===== src/sv/ajf_pkg.sv =====
package ajf_pkg;

	localparam int ACC_W     = 12;
	localparam int DIFF_W    = ACC_W + 1;
	localparam int SCALE_W   = 16;
	localparam int DT_W      = 16;
	localparam int JERK_W    = 16;
	localparam int FACE_W    = 3;
	localparam int PROD_W    = ACC_W + SCALE_W;
	localparam int REM_W     = DT_W + 1;
	// two quotient bits per divider cycle
	localparam int DIV_STEPS = PROD_W / 2;
	localparam int CNT_W     = $clog2(DIV_STEPS);

	localparam int ADDR_W    = 3;
	localparam int DATA_W    = 32;

	localparam logic [SCALE_W-1:0] SCALE_RESET = 16'd1000;
	// register index is paddr[2]
	localparam logic REG_SCALE = 1'b0;

	localparam logic [FACE_W-1:0] FACE_PZ = 3'd0;
	localparam logic [FACE_W-1:0] FACE_PX = 3'd1;
	localparam logic [FACE_W-1:0] FACE_PY = 3'd2;
	localparam logic [FACE_W-1:0] FACE_NY = 3'd3;
	localparam logic [FACE_W-1:0] FACE_NX = 3'd4;
	localparam logic [FACE_W-1:0] FACE_NZ = 3'd5;

	typedef struct packed {
		logic load;
		logic mul;
		logic step;
	} lane_ctrl_t;

endpackage


===== src/sv/ajf_lane.sv =====
module ajf_lane
	import ajf_pkg::*;
(
	input  logic                      clk,
	input  logic                      arst_n,
	input  lane_ctrl_t                ctrl,
	input  logic signed [DIFF_W-1:0]  diff,
	input  logic        [DT_W-1:0]    den,
	input  logic                      dt_neg,
	input  logic        [SCALE_W-1:0] scale,
	output logic        [PROD_W-1:0]  quo,
	output logic                      neg
);

	logic [ACC_W-1:0]  mag_q;
	logic              neg_q;
	logic [DT_W-1:0]   den_q;
	logic [PROD_W-1:0] num_q;
	logic [REM_W-1:0]  rem_q;

	logic [ACC_W-1:0]  diff_abs;
	logic [PROD_W-1:0] num_nxt;
	logic [REM_W-1:0]  rem_nxt;

	// |diff| is at most 4095, so it fits the sample width
	assign diff_abs = diff[DIFF_W-1] ? ACC_W'(-diff) : ACC_W'(diff);

	// restoring shift-subtract, two bits per cycle; quotient shifts into num
	always_comb begin
		logic [REM_W-1:0]  r;
		logic [PROD_W-1:0] n;
		r = rem_q;
		n = num_q;
		for (int i = 0; i < 2; i++) begin
			r = {r[DT_W-1:0], n[PROD_W-1]};
			if (r >= {1'b0, den_q}) begin
				r = r - {1'b0, den_q};
				n = {n[PROD_W-2:0], 1'b1};
			end else begin
				n = {n[PROD_W-2:0], 1'b0};
			end
		end
		rem_nxt = r;
		num_nxt = n;
	end

	always_ff @(posedge clk or negedge arst_n) begin
		if (!arst_n) begin
			neg_q <= 1'b0;
		end else if (ctrl.load) begin
			neg_q <= diff[DIFF_W-1] ^ dt_neg;
		end
	end

	always_ff @(posedge clk) begin
		if (ctrl.load) begin
			mag_q <= diff_abs;
			den_q <= den;
		end
		if (ctrl.mul) begin
			num_q <= PROD_W'(mag_q) * PROD_W'(scale);
			rem_q <= '0;
		end else if (ctrl.step) begin
			num_q <= num_nxt;
			rem_q <= rem_nxt;
		end
	end

	assign quo = num_q;
	assign neg = neg_q;

endmodule


===== src/sv/ajf_merge.sv =====
module ajf_merge
	import ajf_pkg::*;
(
	input  logic                     clk,
	input  logic                     arst_n,
	input  logic                     capture,
	input  logic [PROD_W-1:0]        quo_x,
	input  logic                     neg_x,
	input  logic [PROD_W-1:0]        quo_y,
	input  logic                     neg_y,
	input  logic [PROD_W-1:0]        quo_z,
	input  logic                     neg_z,
	input  logic [FACE_W-1:0]        face,
	input  logic                     zero,
	input  logic                     out_stall,
	output logic                     out_valid,
	output logic signed [JERK_W-1:0] jerk_x,
	output logic signed [JERK_W-1:0] jerk_y,
	output logic signed [JERK_W-1:0] jerk_z,
	output logic [FACE_W-1:0]        up_face,
	output logic                     zero_interval
);

	localparam logic [PROD_W-1:0] POS_LIM = PROD_W'({1'b0, {(JERK_W-1){1'b1}}});
	localparam logic [PROD_W-1:0] NEG_LIM = PROD_W'({1'b1, {(JERK_W-1){1'b0}}});
	localparam logic [JERK_W-1:0] J_MAX   = {1'b0, {(JERK_W-1){1'b1}}};
	localparam logic [JERK_W-1:0] J_MIN   = {1'b1, {(JERK_W-1){1'b0}}};

	function automatic logic [JERK_W-1:0] sat_jerk(input logic [PROD_W-1:0] q,
			input logic n, input logic z);
		logic [JERK_W-1:0] res;
		if (z) begin
			res = '0;
		end else if (!n) begin
			res = (q > POS_LIM) ? J_MAX : q[JERK_W-1:0];
		end else begin
			res = (q > NEG_LIM) ? J_MIN : JERK_W'(-q[JERK_W-1:0]);
		end
		return res;
	endfunction

	logic                     valid_q;
	logic signed [JERK_W-1:0] jx_q, jy_q, jz_q;
	logic [FACE_W-1:0]        face_q;
	logic                     zero_q;

	always_ff @(posedge clk or negedge arst_n) begin
		if (!arst_n) begin
			valid_q <= 1'b0;
		end else if (capture) begin
			valid_q <= 1'b1;
		end else if (!out_stall) begin
			valid_q <= 1'b0;
		end
	end

	always_ff @(posedge clk) begin
		if (capture) begin
			jx_q   <= sat_jerk(quo_x, neg_x, zero);
			jy_q   <= sat_jerk(quo_y, neg_y, zero);
			jz_q   <= sat_jerk(quo_z, neg_z, zero);
			face_q <= face;
			zero_q <= zero;
		end
	end

	assign out_valid     = valid_q;
	assign jerk_x        = jx_q;
	assign jerk_y        = jy_q;
	assign jerk_z        = jz_q;
	assign up_face       = face_q;
	assign zero_interval = zero_q;

endmodule


===== src/sv/accel_jerk_and_face.sv =====
// Jerk and up-face detector for one 3-axis accelerometer sample per input beat. Each
// sample is compared with the previous one (zero after reset); per axis the jerk is
// (sample - previous) * scale / dt, dt being the low 16 bits of the timestamp
// difference read as signed, truncated toward zero and clamped to signed 16 bits. A zero
// dt gives zero jerk and sets zero_interval. The up face comes from the largest-magnitude
// axis and its sign. An accepted beat passes these steps: the differences and divisor
// are loaded at the input beat, then the scale multiply, then the per-axis shift-subtract
// divider (28 quotient bits, two a cycle), then the move into the output register, which
// waits while out_stall holds a previous result there. The three axis lanes run in
// lockstep; in_stall stays high until the result has moved into the output register,
// which may still be waiting on out_stall while the next sample is taken. The 16-bit
// scale register sits at byte address 0 of the APB port; the user must write it only
// while idle, as the block itself does not enforce this.
module accel_jerk_and_face
	import ajf_pkg::*;
(
	input  logic                     clk,
	input  logic                     arst_n,
	input  logic                     psel,
	input  logic                     penable,
	input  logic                     pwrite,
	input  logic [ADDR_W-1:0]        paddr,
	input  logic [DATA_W-1:0]        pwdata,
	output logic [DATA_W-1:0]        prdata,
	output logic                     pready,
	input  logic                     in_valid,
	output logic                     in_stall,
	input  logic signed [ACC_W-1:0]  accel_x,
	input  logic signed [ACC_W-1:0]  accel_y,
	input  logic signed [ACC_W-1:0]  accel_z,
	input  logic [31:0]              time_ms,
	output logic                     out_valid,
	input  logic                     out_stall,
	output logic signed [JERK_W-1:0] jerk_x,
	output logic signed [JERK_W-1:0] jerk_y,
	output logic signed [JERK_W-1:0] jerk_z,
	output logic [FACE_W-1:0]        up_face,
	output logic                     zero_interval
);

	localparam logic [1:0] ST_IDLE = 2'd0;
	localparam logic [1:0] ST_MUL  = 2'd1;
	localparam logic [1:0] ST_DIV  = 2'd2;
	localparam logic [1:0] ST_FIN  = 2'd3;

	logic [1:0]         state_q;
	logic [CNT_W-1:0]   cnt_q;
	logic [SCALE_W-1:0] scale_q;
	logic [ACC_W-1:0]   prev_x_q, prev_y_q, prev_z_q;
	logic [DT_W-1:0]    prev_time_q;
	logic [FACE_W-1:0]  face_q;
	logic               zero_q;

	logic               accept;
	logic               capture;
	lane_ctrl_t         ctrl;
	logic [DT_W-1:0]    dt;
	logic [DT_W-1:0]    den;
	logic signed [DIFF_W-1:0] dx, dy, dz;
	logic [ACC_W-1:0]   ax, ay, az;
	logic [FACE_W-1:0]  face;
	logic [PROD_W-1:0]  quo_x, quo_y, quo_z;
	logic               neg_x, neg_y, neg_z;

	// config port
	assign pready = 1'b1;
	assign prdata = (paddr[2] == REG_SCALE) ? DATA_W'(scale_q) : '0;

	always_ff @(posedge clk or negedge arst_n) begin
		if (!arst_n) begin
			scale_q <= SCALE_RESET;
		end else if (psel && penable && pwrite && paddr[2] == REG_SCALE) begin
			scale_q <= pwdata[SCALE_W-1:0];
		end
	end

	assign in_stall = (state_q != ST_IDLE);
	assign accept   = in_valid && !in_stall;
	assign capture  = (state_q == ST_FIN) && (!out_valid || !out_stall);

	assign dt  = time_ms[DT_W-1:0] - prev_time_q;
	assign den = dt[DT_W-1] ? DT_W'(-dt) : dt;
	assign dx  = {accel_x[ACC_W-1], accel_x} - {prev_x_q[ACC_W-1], prev_x_q};
	assign dy  = {accel_y[ACC_W-1], accel_y} - {prev_y_q[ACC_W-1], prev_y_q};
	assign dz  = {accel_z[ACC_W-1], accel_z} - {prev_z_q[ACC_W-1], prev_z_q};

	// magnitudes as unsigned; -2048 maps to 2048
	assign ax = accel_x[ACC_W-1] ? ACC_W'(-accel_x) : ACC_W'(accel_x);
	assign ay = accel_y[ACC_W-1] ? ACC_W'(-accel_y) : ACC_W'(accel_y);
	assign az = accel_z[ACC_W-1] ? ACC_W'(-accel_z) : ACC_W'(accel_z);

	always_comb begin
		if (ax > ay) begin
			if (ax > az) begin
				face = (!accel_x[ACC_W-1] && accel_x != 0) ? FACE_PX : FACE_NX;
			end else begin
				face = (!accel_z[ACC_W-1] && accel_z != 0) ? FACE_PZ : FACE_NZ;
			end
		end else if (az > ay) begin
			face = (!accel_z[ACC_W-1] && accel_z != 0) ? FACE_PZ : FACE_NZ;
		end else begin
			face = (!accel_y[ACC_W-1] && accel_y != 0) ? FACE_PY : FACE_NY;
		end
	end

	assign ctrl = '{load: accept, mul: (state_q == ST_MUL), step: (state_q == ST_DIV)};

	always_ff @(posedge clk or negedge arst_n) begin
		if (!arst_n) begin
			state_q     <= ST_IDLE;
			cnt_q       <= '0;
			prev_x_q    <= '0;
			prev_y_q    <= '0;
			prev_z_q    <= '0;
			prev_time_q <= '0;
		end else begin
			case (state_q)
				ST_IDLE: begin
					if (accept) begin
						state_q     <= ST_MUL;
						prev_x_q    <= accel_x;
						prev_y_q    <= accel_y;
						prev_z_q    <= accel_z;
						prev_time_q <= time_ms[DT_W-1:0];
					end
				end
				ST_MUL: begin
					state_q <= ST_DIV;
					cnt_q   <= '0;
				end
				ST_DIV: begin
					if (cnt_q == CNT_W'(DIV_STEPS - 1)) begin
						state_q <= ST_FIN;
					end
					cnt_q <= cnt_q + 1'b1;
				end
				ST_FIN: begin
					if (capture) begin
						state_q <= ST_IDLE;
					end
				end
				default: state_q <= ST_IDLE;
			endcase
		end
	end

	always_ff @(posedge clk) begin
		if (accept) begin
			face_q <= face;
			zero_q <= (dt == '0);
		end
	end

	ajf_lane u_lane_x (
		.clk    (clk),
		.arst_n (arst_n),
		.ctrl   (ctrl),
		.diff   (dx),
		.den    (den),
		.dt_neg (dt[DT_W-1]),
		.scale  (scale_q),
		.quo    (quo_x),
		.neg    (neg_x)
	);

	ajf_lane u_lane_y (
		.clk    (clk),
		.arst_n (arst_n),
		.ctrl   (ctrl),
		.diff   (dy),
		.den    (den),
		.dt_neg (dt[DT_W-1]),
		.scale  (scale_q),
		.quo    (quo_y),
		.neg    (neg_y)
	);

	ajf_lane u_lane_z (
		.clk    (clk),
		.arst_n (arst_n),
		.ctrl   (ctrl),
		.diff   (dz),
		.den    (den),
		.dt_neg (dt[DT_W-1]),
		.scale  (scale_q),
		.quo    (quo_z),
		.neg    (neg_z)
	);

	ajf_merge u_merge (
		.clk           (clk),
		.arst_n        (arst_n),
		.capture       (capture),
		.quo_x         (quo_x),
		.neg_x         (neg_x),
		.quo_y         (quo_y),
		.neg_y         (neg_y),
		.quo_z         (quo_z),
		.neg_z         (neg_z),
		.face          (face_q),
		.zero          (zero_q),
		.out_stall     (out_stall),
		.out_valid     (out_valid),
		.jerk_x        (jerk_x),
		.jerk_y        (jerk_y),
		.jerk_z        (jerk_z),
		.up_face       (up_face),
		.zero_interval (zero_interval)
	);

	a_busy_after_accept: assert property (@(posedge clk) disable iff (!arst_n)
		accept |=> in_stall)
		else $error("input not stalled after accepted beat");

	a_rise_from_fin: assert property (@(posedge clk) disable iff (!arst_n)
		$rose(out_valid) |-> $past(state_q == ST_FIN))
		else $error("result presented without finished divide");

	a_zero_jerk: assert property (@(posedge clk) disable iff (!arst_n)
		out_valid && zero_interval |-> jerk_x == 0 && jerk_y == 0 && jerk_z == 0)
		else $error("nonzero jerk on zero interval");

	a_face_range: assert property (@(posedge clk) disable iff (!arst_n)
		out_valid |-> up_face <= FACE_NZ)
		else $error("up face out of range");

endmodule

===== config.mk =====
export PLATFORM = sky130hd
export DESIGN_NAME = accel_jerk_and_face
export DESIGN_NICKNAME = d
export VERILOG_FILES = /design/src/sv/ajf_pkg.sv /design/src/sv/ajf_lane.sv /design/src/sv/ajf_merge.sv /design/src/sv/accel_jerk_and_face.sv
export SDC_FILE = /design/constraint.sdc
export NUM_CORES = 2
export LEC_CHECK = 0
export BUFFER_PORTS_ARGS = -buffer_cell sky130_fd_sc_hd__buf_2
export CAP_MARGIN = 30
export CORE_MARGIN = 3
export CORE_UTILIZATION = 48
export DETAILED_ROUTE_END_ITERATION = 8
export MAX_ROUTING_LAYER = met4
export SYNTH_ARGS = -nofsm -noshare
export SYNTH_HDL_FRONTEND = slang
export SYNTH_SLANG_ARGS = --single-unit

===== constraint.sdc =====
create_clock -name clk -period 8.26 [get_ports clk]
set_clock_uncertainty 0.1 [all_clocks]
set_input_delay 0.826 -clock clk [delete_from_list [all_inputs] [get_ports clk]]
set_output_delay 0.826 -clock clk [all_outputs]
set_load 0.05 [all_outputs]

Word level (Yosys, flattened, before mapping)
Index checks and enable logic that the tools add are counted.
{ "totals": {"input_bits": 110, "out_inout_bits": 87, "reg_bits": 318, "mem_bits_ro": 0, "ram_bits": 0, "latchBits": 0, "mem_count": 0, "elab_cells": 152} }
{ "classes": {"mul": 3, "addsub": 21, "muxes": 48, "bitwise_logic": 4, "div": 0, "shift": 0, "reduce_logical": 24, "order_cmp": 15, "n_eq_ne": 8} }
{ "op_table": {"columns": ["cell", "n"], "rows": [
  ["$mux W16", 16],
  ["$mux W28", 6],
  ["$sub A16 B16 Y16", 7],
  ["$ge A17 B16 Y1", 6],
  ["$reduce_bool A32 Y1", 3],
  ["$gt A28 B15 Y1 const B", 3],
  ["$gt A28 B16 Y1 const B", 3],
  ["$mul A12 B16 Y28", 3],
  ["$mux W12", 6],
  ["$neg A12 Y12", 6],
  ["$neg A16 Y16", 4],
  ["$sub A12 B12 Y13", 3],
  ["$gt A12 B12 Y1", 3],
  ["$logic_not A16 Y1", 1],
  ["$mux W15", 1],
  ["$mux W3", 5],
  ["$mux W1", 9],
  ["$logic_and A1 B1 Y1", 8],
  ["$pmux W2 S4", 1],
  ["$pmux W4 S2", 1],
  ["$logic_not A1 Y1", 6],
  ["$mux W2", 3],
  ["$add A4 B1 Y4 const B", 1],
  ["$eq A2 B2 Y1 const B", 2],
  ["11 further kinds", 16]
]} }

Logic depth before layout (Yosys ltp)
{ "depth": {"depth_word": 6, "ltp_mapped": 24, "depth_no_buf": 23} }

Modules after synthesis
Synthesis repeated with hierarchy kept, for this count alone.
{ "unflattened": {"hier_cells": 4933, "hier_area_um2": 43868.3} }
{ "modules_own_cells": {"columns": ["mod", "area_each_um2", "cells_per_inst", "n_inst", "seq_area_each_um2"], "rows": [
  ["ajf_lane at u_lane_z", 11015.6, 1225, 1, 2026.9],
  ["ajf_lane at u_lane_y", 11013.1, 1227, 1, 2026.9],
  ["ajf_lane at u_lane_x", 10926.7, 1195, 1, 2026.9],
  ["accel_jerk_and_face", 7373.3, 903, 1, 1979.4],
  ["ajf_merge", 3539.6, 383, 1, 1586.5]
]} }

Worst setup path after synthesis
No wires, ideal clock.
{ "synth_timing": {"path_kind": "register to register", "start": "register scale_q[9]", "end": "register u_lane_z.num_q[26], in the netlist u_lane_z.quo[26], data pin", "path_stages_with_launch": 23, "n_path_buf": 2, "setup_ns": 0.260, "arrival_time_ns": 6.102, "t_required_ns": 7.900, "synth_period_minus_slack_ns": 6.462, "setup_slack_ns": 1.798, "path_cell_list": "dfstp_2 > clkbuf_1 > clkbuf_1 > nand2_1 > fa_1 > inv_1 > fa_1 > fa_1 > fa_1 > inv_1 > fa_1 > inv_1 > ha_1 > a21o_1 > a21o_1 > a2111oi_0 > o21ai_0 > nor2_1 > o21ai_0 > o41a_1 > a21oi_1 > xnor2_1 > mux2_2"} }
{ "synth_via": {"elab_chain_cells": 2} }
{ "synth_rtl": {"columns": ["item", "line_no", "source"], "rows": [
  ["start: declaration", "accel_jerk_and_face.sv:48", "logic [SCALE_W-1:0] scale_q;"],
  ["start signal: assignment", "accel_jerk_and_face.sv:73", "scale_q <= pwdata[SCALE_W-1:0];"],
  ["$mul A12 B16 Y28", "ajf_lane.sv:61", "num_q <= PROD_W'(mag_q) * PROD_W'(scale);"],
  ["$mux W28", "ajf_lane.sv:60", "if (ctrl.mul) begin"],
  ["end signal: assignment", "ajf_lane.sv:61", null],
  ["end signal: assignment", "ajf_lane.sv:64", "num_q <= num_nxt;"],
  ["end: declaration", "ajf_lane.sv:18", "logic [PROD_W-1:0] num_q;"]
]} }
No other way between the ends.
A chain may end at the register's enable or synchronous reset.

Worst setup path after layout
{ "layout_timing": {"start": "register scale_q[5]", "end": "register u_lane_z.num_q[27], in the netlist u_lane_z.quo[27], data pin"} }
The elaborated chain is that of the path after synthesis.

==> run_results.csv <==
group,metric,value,unit
critical_path,timing.rr.end,"u_lane_z.quo[27]",
flow_run,cap_viol_max_count,0,
critical_path,setup.worst_path.start_class,"flip-flop",
global_route,grtUsageTotal,23.6,%
detailed_routing,dr.first_iter.drc_count,1935,
detailed_routing,wl_per_cell,17.0,um
floorplanning,fp.dieW,300,um
global_route,grt_antenna_before_repair,2,
critical_path,endpoint_kind,"flip-flop",
clock_network,htreeDepth,2,
global_route,grt_pass1_wl,168,mm
global_route,grt_overflow,0,
logic_synthesis,ys.flop_type,"edfxtp_1",
floorplanning,num_io_pins,197,
clock_network,clkSinkCount,318,
logic_synthesis,ys_warn_count,0,
worst_hold_path,hp-class,"input pin to async pin",
place,hpwl,78.3,mm
logic_synthesis,synth.lib_cells_used.distinct,86,
clock_network,clk_pin_slew,0.06,ns
layout,nFillCells,8069,
clock_network,cts_hold_buf,0,
sta,whs,0.0675,ns
floorplanning,die_area,90200,sq um
clock_network,post_cts_resized,0,
global_route,grt_max_degree,100,
logic_synthesis,syn_inst,4698,
critical_path,rrSetupSlack,1.25,ns
sta,rsz0062_at_grt,"no",
clock_network,cts_tree,"yes",
sta,setup_slack,1.25,ns
detailed_routing,num_vias,31800,
logic_synthesis,synth-seq-cells,318,
floorplanning,rows,107,
clock_network,max-clock-path-buffers,3,
floorplanning,fp.dieH,300,um
logic_synthesis,mappedNetlistArea,41600,sq um
layout,drive_gt1_share,8.91,%
sta,setup-violations-final,0,
detailed_routing,routed_via_density,5.37,
logic_synthesis,async_reset_ff_share,24.5,%
logic_synthesis,syn_area_per_cell,8.85,sq um
clock_network,clock-root-buffer,"clkbuf_16",
detailed_routing,first_pass_iters,5,
critical_path,rr_startpoint,"scale_q[5]",
place,io_buffers,145,
critical_path,cp_data_required_time,8.50,ns
detailed_routing,drcViolationCount,0,
sta,fin_crit,7.01,ns
sta,final_max_slew_viol_count,0,
critical_path,reg2regPathDepth,19,
floorplanning,coreArea,85500,sq um
clock_network,cts_made_buffers,43,
global_route,grt_pass1_vias,31600,
clock_network,clock_latency,0.61,ns
sta,hold_viol,0,
sta,fmax,143,MHz
layout,final_util,52.3,%
layout,nets,5684,
sta,setup_tns,0,ns
critical_path,critical_path_class,"flip-flop to flip-flop",
critical_path,critPathArrivalTime,7.25,ns
logic_synthesis,synth_edf_count,192,
outcome,status,"finished clean",
layout,syn2layout_area_growth,7.65,%
place,dp_slack,1.30,ns
sta,max_slew.worst_pin.slew,1.05,ns
clock_network,cts_setup_buffers,0,
detailed_routing,drt.antenna.violating_nets,0,
place,gp_congestion,0.877,
critical_path,cp_max_fo,26,
logic_synthesis,ys_seq_area_share,20.9,%
floorplanning,start_util,48.6,%
sta,fin_crit_sh,84.9,%
sta,maxSlewHeadroom,27.9,%
detailed_routing,wirelength,101,mm
==> final cells by class <==
type | count | area (sq um) | area share (%)
antenna | 2 | 5.00 | 0.0112
clock buffer | 54 | 1130 | 2.52
clock inverter | 25 | 250 | 0.559
inverter | 693 | 2600 | 5.82
multi-input combinational | 3497 | 29500 | 65.9
sequential | 318 | 8690 | 19.4
tap | 1144 | 1430 | 3.20
timing repair buffer | 193 | 1160 | 2.60
==> synthesized netlist by cell type, types with 18 or more instances <==
master | n | area [sq um]
o21ai_0 | 201 | 1010
and2_1 | 198 | 1240
nand2_1 | 607 | 2280
dfxtp_1 | 48 | 961
a211oi_1 | 50 | 375
or3_1 | 18 | 113
o31ai_1 | 24 | 180
a21oi_1 | 190 | 951
and3_1 | 18 | 113
mux2i_1 | 43 | 430
o22a_1 | 32 | 280
nand4_1 | 24 | 150
xor2_1 | 76 | 666
a21o_1 | 69 | 518
nor2_1 | 308 | 1160
xnor2_1 | 170 | 1490
clkbuf_1 | 160 | 601
nor3_1 | 55 | 275
o21a_1 | 47 | 353
a31oi_1 | 22 | 138
mux2_2 | 85 | 957
edfxtp_1 | 192 | 5770
ha_1 | 398 | 4980
inv_1 | 692 | 2600
o21bai_1 | 19 | 143
buf_4 | 21 | 158
nand3_1 | 46 | 230
nor2b_1 | 63 | 394
nor4_1 | 27 | 169
nand2b_1 | 35 | 219
fa_1 | 430 | 8610
dfrtp_1 | 72 | 1800
nor3b_1 | 25 | 188
==> layer usage <==
metal	GRT usage, %	vias up	part of all wire, %
li1	-	15500	-
met1	34.3	15500	49
met2	35.9	716	43
met3	3.06	98	5.8
met4	4.19	0	1.7
met5	-	-	0
==> worst max-delay path, cell delays in order (launching register included) <==
cell and delay, ns:
dfstp_2 1.00, nand2_1 0.18, fa_1 0.60, fa_1 0.45
fa_1 0.49, inv_1 0.05, fa_1 0.54, inv_1 0.06
fa_1 0.53, inv_1 0.04, ha_1 0.34, and3_1 0.19
o211ai_1 0.09, o21ai_0 0.49, nor3_1 0.20, o41ai_1 0.68
o21a_1 0.22, a221o_1 0.16, xnor2_1 0.07, mux2_2 0.27
==> how the worst max path moves through the flow <==
stage          startpoint               end  slack, ns
2_1_floorplan  scale_q[9]  u_lane_z.quo[26]       1.80
4_1_cts        scale_q[5]  u_lane_z.quo[27]       1.29
3_3_place_gp   scale_q[5]  u_lane_z.quo[27]       1.30
5_1_grt        scale_q[5]  u_lane_z.quo[27]       0.95
6_report       scale_q[5]  u_lane_z.quo[27]       1.25
3_5_place_dp   scale_q[5]  u_lane_z.quo[27]       1.30
==> flip-flops by register name (all words and copies together), names as in the netlist, 12 cells and up <==
signal / flops
prev_z_q: 12
u_lane_x.quo: 28
u_lane_x.mag_q: 12
prev_y_q: 12
u_merge.jerk_z: 16
u_lane_y.mag_q: 12
u_merge.jerk_x: 16
u_lane_x.rem_q: 16
u_lane_z.mag_q: 12
u_lane_z.rem_q: 16
u_lane_y.den_q: 16
u_lane_y.rem_q: 16
prev_time_q: 16
prev_x_q: 12
scale_q: 16
u_lane_z.quo: 28
u_merge.jerk_y: 16
u_lane_y.quo: 28
==> cell families (layout without fill, tap and decap cells) <==
group,Yosys count,count (layout),synth area share (%)
other,2,19,0.0181
multiplexers,128,128,3.34
XOR/XNOR,247,247,5.22
AND/OR/NAND/NOR,1488,1488,17.0
AO/OA/AOI/OAI,789,789,12.4
flip-flops,318,318,20.9
buffers and inverters,898,965,8.45
adder cells (fa/ha/maj),828,828,32.7
==> layout by cell type (no fill, tap or decap), types with 18 or more instances in the layout <==
| master | n |
|---|---|
| o21a_1 | 47 |
| nand2b_1 | 35 |
| buf_2 | 144 |
| a21o_1 | 69 |
| xor2_1 | 76 |
| dfrtp_1 | 72 |
| inv_1 | 692 |
| o31ai_1 | 23 |
| nor2_1 | 308 |
| nand4_1 | 24 |
| nor2b_1 | 63 |
| nor3_1 | 55 |
| buf_4 | 44 |
| ha_1 | 395 |
| edfxtp_1 | 192 |
| o21ai_0 | 201 |
| mux2i_1 | 43 |
| mux2_2 | 85 |
| dfxtp_1 | 48 |
| fa_1 | 430 |
| and3_1 | 18 |
| nor4_1 | 27 |
| a31oi_1 | 22 |
| o21bai_1 | 19 |
| or3_1 | 18 |
| clkbuf_16 | 43 |
| nor3b_1 | 25 |
| a211oi_1 | 50 |
| nand3_1 | 46 |
| o22a_1 | 32 |
| nand2_1 | 607 |
| a21oi_1 | 189 |
| and2_1 | 198 |
| xnor2_1 | 170 |
==> through the flow <==
step	instances	instance area [sq um]
2_1_floorplan	4713	41600
3_3_place_gp	5841	43300
3_5_place_dp	5842	43300
4_1_cts	5921	44700
5_1_grt	5926	44700
6_report	5926	44700
Power is not shown: default switching activity piles up to over one toggle a cycle in this logic, so the estimate is an artifact.
